--- src/rtl/assert_macros.svh ---
// Assertion helpers shared by the scorer RTL
`ifndef ASSERT_MACROS_SVH
`define ASSERT_MACROS_SVH

// Check a property on every rising edge outside reset
`define HMS_ASSERT(label, clk, rst, prop, msg) \
   label: assert property (@(posedge clk) disable iff (rst) prop) else $error(msg);

// Check that a condition never holds outside reset
`define HMS_NEVER(label, clk, rst, expr, msg) \
   `HMS_ASSERT(label, clk, rst, !(expr), msg)

`endif

--- src/rtl/hms_pkg.sv ---
package hms_pkg;

   // field widths
   localparam int CoordW = 16;
   localparam int JacW   = 24;
   localparam int HentW  = 20;
   localparam int RowW   = 3 * HentW;
   localparam int ThrW   = 24;
   localparam int SumW   = 34;
   localparam int CntW   = 11;

   // internal datapath widths
   localparam int ProjW    = 37;            // H row dot product, Q.28
   localparam int FracW    = 12;            // projection scale
   localparam int NumW     = ProjW + FracW; // dividend magnitude
   localparam int QuoW     = 37;            // quotient bits developed
   localparam int ErrLimExp = 36;           // error clamp is +/- 2^36
   localparam int ErrW     = 38;            // clamped error, signed
   localparam int ErrSplit = 19;            // low half width of error
   localparam int PartW    = ErrW - ErrSplit + 1;
   localparam int ProdW    = JacW + PartW;
   localparam int AccW     = 64;
   localparam int MagW     = 32;            // pixel error magnitude bits
   localparam int SqShift  = 40;
   localparam int CntBitsW = 6;             // divider step counter
   localparam int QDepth   = 2;
   localparam int QPtrW    = 1;

   localparam longint ErrLimit = 64'sd1 <<< ErrLimExp;
   localparam logic [SumW-1:0] SumMax = {SumW{1'b1}};
   localparam logic [CntW-1:0] CntMax = {CntW{1'b1}};

   typedef enum logic [1:0] {
      CSR_ROW0,
      CSR_ROW1,
      CSR_ROW2,
      CSR_THR
   } csr_index_type;

   typedef enum logic [2:0] {
      ST_IDLE,
      ST_DIV,
      ST_ERR,
      ST_MUL,
      ST_SQR,
      ST_FIN
   } back_state_type;

   // one match after the projection front end
   typedef struct packed {
      logic signed [ProjW-1:0]  p0;
      logic signed [ProjW-1:0]  p1;
      logic signed [ProjW-1:0]  p2;
      logic signed [CoordW-1:0] u;
      logic signed [CoordW-1:0] v;
      logic signed [JacW-1:0]   j00;
      logic signed [JacW-1:0]   j01;
      logic signed [JacW-1:0]   j10;
      logic signed [JacW-1:0]   j11;
      logic                     last;
   } match_type;

   // queue handshake between front and back
   typedef struct packed {
      logic push;
      logic pop;
      logic full;
      logic empty;
   } queue_ctl_type;

endpackage

--- src/rtl/hms_queue.sv ---
`include "assert_macros.svh"

module hms_queue import hms_pkg::*; (
   input  logic      clock,
   input  logic      reset,
   input  logic      push,
   input  match_type push_data,
   input  logic      pop,
   output logic      full,
   output logic      empty,
   output match_type head
);

   match_type              entry_ff [QDepth];
   logic [QPtrW-1:0]       wr_ptr_ff, wr_ptr_in;
   logic [QPtrW-1:0]       rd_ptr_ff, rd_ptr_in;
   logic [QPtrW:0]         count_ff, count_in;

   assign full  = (count_ff == (QPtrW+1)'(QDepth));
   assign empty = (count_ff == '0);
   assign head  = entry_ff[rd_ptr_ff];

   // advance pointers and fill level
   always_comb begin
      wr_ptr_in = push ? wr_ptr_ff + 1'b1 : wr_ptr_ff;
      rd_ptr_in = pop ? rd_ptr_ff + 1'b1 : rd_ptr_ff;
      count_in  = count_ff;
      if (push && !pop) begin
         count_in = count_ff + 1'b1;
      end else if (pop && !push) begin
         count_in = count_ff - 1'b1;
      end
   end

   always_ff @(posedge clock) begin
      if (reset) begin
         wr_ptr_ff <= '0;
         rd_ptr_ff <= '0;
         count_ff  <= '0;
      end else begin
         wr_ptr_ff <= wr_ptr_in;
         rd_ptr_ff <= rd_ptr_in;
         count_ff  <= count_in;
      end
   end

   always_ff @(posedge clock) begin
      if (push) begin
         entry_ff[wr_ptr_ff] <= push_data;
      end
   end

   `HMS_NEVER(a_push_full, clock, reset, push && full, "push into full match queue")
   `HMS_NEVER(a_pop_empty, clock, reset, pop && empty, "pop from empty match queue")

endmodule

--- config.mk ---
export PLATFORM = sky130hd
export DESIGN_NAME = hms_queue
export DESIGN_NICKNAME = d
export VERILOG_FILES = /design/src/rtl/hms_pkg.sv /design/src/rtl/hms_queue.sv
export VERILOG_INCLUDE_DIRS = /design/src /design/src/rtl
export SDC_FILE = /design/constraint.sdc
export NUM_CORES = 1
export LEC_CHECK = 0
export BUFFER_PORTS_ARGS = -buffer_cell sky130_fd_sc_hd__buf_2
export CORE_MARGIN = 2
export CORE_UTILIZATION = 53
export DETAILED_ROUTE_END_ITERATION = 7
export PLACE_DENSITY_LB_ADDON = 0.15
export REMOVE_ABC_BUFFERS = 1
export SLEW_MARGIN = 10
export SYNTH_ARGS = -nofsm -noshare
export SYNTH_HDL_FRONTEND = slang
export SYNTH_SLANG_ARGS = --single-unit
--- constraint.sdc ---
create_clock -name clock -period 20.3 [get_ports clock]
set_input_delay 4.06 -clock clock [delete_from_list [all_inputs] [get_ports clock]]
set_output_delay 4.06 -clock clock [all_outputs]
set_load 0.005 [all_outputs]
==> reports/summary.md <==
- highest net fanout along the worst path: 62
- via count: 9066
- Detailed Place HPWL: 26650 um
- GR Overflow Total: 0
- RSZ-0062 raised after global routing: false
- number of buffers created by CTS: 48
- result of the run: complete, no violations
- hold buffer count at CTS: 0
- worst-case vdd ir drop: 0.00008082 V
- worst hold path type: register to register
- clock slew at reported path FFs: 0.06 ns
- share of power burned in registers: 53.7%
- violation count after the first detailed-routing iteration: 583
- proportion of layout cells with a drive suffix above 1: 60.32%
- drt pass-1 iters: 4
- post-layout net count: 1531
- data required time of the critical path: 16.24 ns
- Switching Fraction: 21.05%
- deepest level of the CTS H-tree: 2
- crit path capture: head[219]
- worst setup slack after layout: 12.45 ns
- Crit Path Category: register to output pin
- number of nets with antenna violations after routing: 0
- Cells after Synth: 769
- Final Cell Area: 22570 um2
- CORE AREA: 34460 um2
- final-layout setup total negative slack: 0 ns
- TritonCTS clock tree: yes
- final core occ: 65.50%
- Placer Congestion: 0.7714
- crit start category: register
- total power density per cell area: 98.46 nW/um2
- worst-case reg-to-reg path depth: 3
- vias in the first global route: 9382
- final worst path period need: 7.852 ns
- clock insertion delay at the later pin of the skew report: 0.54 ns
- count of standard-cell rows: 68
- number of instances in the placed design: 1691
- Total GRT Usage: 20.40%
- Worst Clk Skew: 0.01601 ns
- switching power summed over all nets: 0.4679 mW
- chip width: 191.1 um
- critical register-to-register path endpoint: entry_ff[1][95]
- number of I/O port buffers: 485
- Rel. slew slack: 29.26%
- final count of pins violating max slew: 0
- sequential element share of the synthesized area: 78.27%
- maximum number of pins on one net before global-route repair: 167
- number of DRC violations after detailed routing: 0
- Final Cycle Share: 38.68%
- Fin. Hold Viols: 0
- origin of the critical flop-to-flop path: wr_ptr_ff
- Yosys warning count: 0
- root buffer selected by CTS: sky130_fd_sc_hd__clkbuf_16
- R2R setup slack: 17.19 ns
- Vias/cell: 5.082
- Pleak: 8.873 nW
- number of clock sinks: 485
- total standard cell area after synthesis: 18540 um2
- highest clock frequency the design can meet: 0.1274 GHz
- post-detailed-route wirelength per cell: 21.72 um
- starting utilization of the core area: 53.82%
- Setup Buffers After CTS: 0
- number of violations of the max-capacitance limit: 0
- first-pass GRT wire length: 54520 um
- pre-CTS WS: 12.98 ns
- Setup crit end kind: output pin
- Distinct cells, synth: 17
- # setup viols final: 0
- Die Outline Area: 36500 um2
- I/O pins: 486
- Worst Tran Pin Value: 1.061 ns
- number of synthesized register bits: 485
- maximum clock insertion buffer count: 3
- die boundary height: 191.1 um
- Detailed Route WL: 38750 um
- placement-stage cell area: 21160 um2
- cell-internal power: 1.754 mW
- number of antenna violations at the first check in global routing: 19
- post-synthesis to final-layout area growth: 21.71%
- portion of total power attributed to combinational logic: 11.0%
- Worst EP arrival: 3.79 ns
- clock network fraction of total power: 35.3%
- number of non-filler instances in the completed layout: 1784
- post-cts repair resize count: 0
- mean instance size in the synthesized netlist: 24.11 um2
-- through the flow --
stage / total power, mW / hold WS, ns
floorplan: 1.414 / 0.4608
global placement: 1.457 / 0.4908
detailed placement: 1.462 / 0.5142
CTS: 2.248 / 0.5303
global route: 2.305 / 0.5612
finish: 2.222 / 0.5227
-- cell families after synthesis --
logic type | Yosys count | synth area share (%)
adder cells (fa/ha/maj) | 1 | 0.06746
AND/OR/NAND/NOR | 9 | 0.2362
XOR/XNOR | 4 | 0.1890
AO/OA/AOI/OAI | 2 | 0.05393
buffers and inverters | 28 | 2.564
flip-flops | 485 | 78.27
multiplexers | 240 | 18.62
-- placed cells by master (no fill, tap or decap), drive strengths merged --
cell type  netlist  routed
dfxtp            5       5
or3              1       1
o21ai            1       1
bufinv           0       1
edfxtp         480     480
inv              1       1
a21oi            1       1
clkinvlp         0       1
clkbuf           0      61
mux2           240     240
xor2             2       2
and2             1       1
diode            0      16
ha               1       1
clkinv           0      14
xnor2            2       2
nor2b            2       2
nor2             5       5
buf             27     494
-- state kept, by name, indices dropped and copies added (netlist names), named ones only --
| signal | count |
|---|---|
| count_ff | 2 |
| wr_ptr_ff | 1 |
| entry_ff | 480 |
| rd_ptr_ff | 1 |
-- layout make-up --
cell class	instances	area (um2)
Sequential cell	485	14520
Fill cell	2434	11890
Multi-Input combinational cell	256	3565
Timing Repair Buffer	494	2507
Clock buffer	61	1271
Tap cell	455	569.3
Clock inverter	16	95.09
Antenna cell	16	40.04
Inverter	1	3.754
-- worst max-delay path: stages, from the launching register on --
cell and delay [ns]:
sky130_fd_sc_hd__dfxtp_4 0.85, sky130_fd_sc_hd__buf_4 0.81, sky130_fd_sc_hd__buf_4 0.89, sky130_fd_sc_hd__mux2_2 0.42, sky130_fd_sc_hd__buf_2 0.13
-- power groups by stage --
stage          Combinational, mW  Clock (mW)  Sequential, mW
2_1_floorplan              0.174           0            1.24
3_3_place_gp               0.245           0            1.21
3_5_place_dp               0.247           0            1.21
4_1_cts                    0.248       0.805            1.19
5_1_grt                    0.263       0.844            1.20
6_report                   0.245       0.784            1.19
-- Yosys cell counts --
master	instances	share of area [%]
sky130_fd_sc_hd__edfxtp_1	480	78
sky130_fd_sc_hd__mux2_4	200	16
sky130_fd_sc_hd__mux2_2	40	2.4
sky130_fd_sc_hd__buf_12	22	2.4
sky130_fd_sc_hd__dfxtp_1	5	0.54
sky130_fd_sc_hd__nor2_1	5	0.10
sky130_fd_sc_hd__buf_2	4	0.11
sky130_fd_sc_hd__nor2b_1	2	0.067
sky130_fd_sc_hd__xnor2_1	2	0.094
sky130_fd_sc_hd__xor2_1	2	0.094
sky130_fd_sc_hd__a21oi_1	1	0.027
sky130_fd_sc_hd__and2_1	1	0.034
sky130_fd_sc_hd__buf_6	1	0.061
sky130_fd_sc_hd__ha_1	1	0.067
sky130_fd_sc_hd__inv_1	1	0.020
sky130_fd_sc_hd__o21ai_0	1	0.027
sky130_fd_sc_hd__or3_1	1	0.034
-- worst min-delay path by stage --
stage / endpoint / cells past startpoint / slack [ns] / startpoint
after global routing: register / 2 / 0.56 / rd_ptr_ff
after CTS: count_ff[1] / 2 / 0.53 / count_ff[1]
after global placement: count_ff[1] / 2 / 0.49 / count_ff[1]
after detailed placement: count_ff[1] / 2 / 0.51 / count_ff[1]
after floorplan: count_ff[1] / 2 / 0.46 / count_ff[1]
final: register / 2 / 0.52 / rd_ptr_ff
-- layer usage --
layer	track usage (%)	routed length [um]	up-vias
li1	-	-	4117
met2	35.44	19760	365
met1	21.95	13610	4471
met5	0	57	-
met4	11.12	1932	8
met3	6.848	3377	105
(Power assumes the default switching activity.)
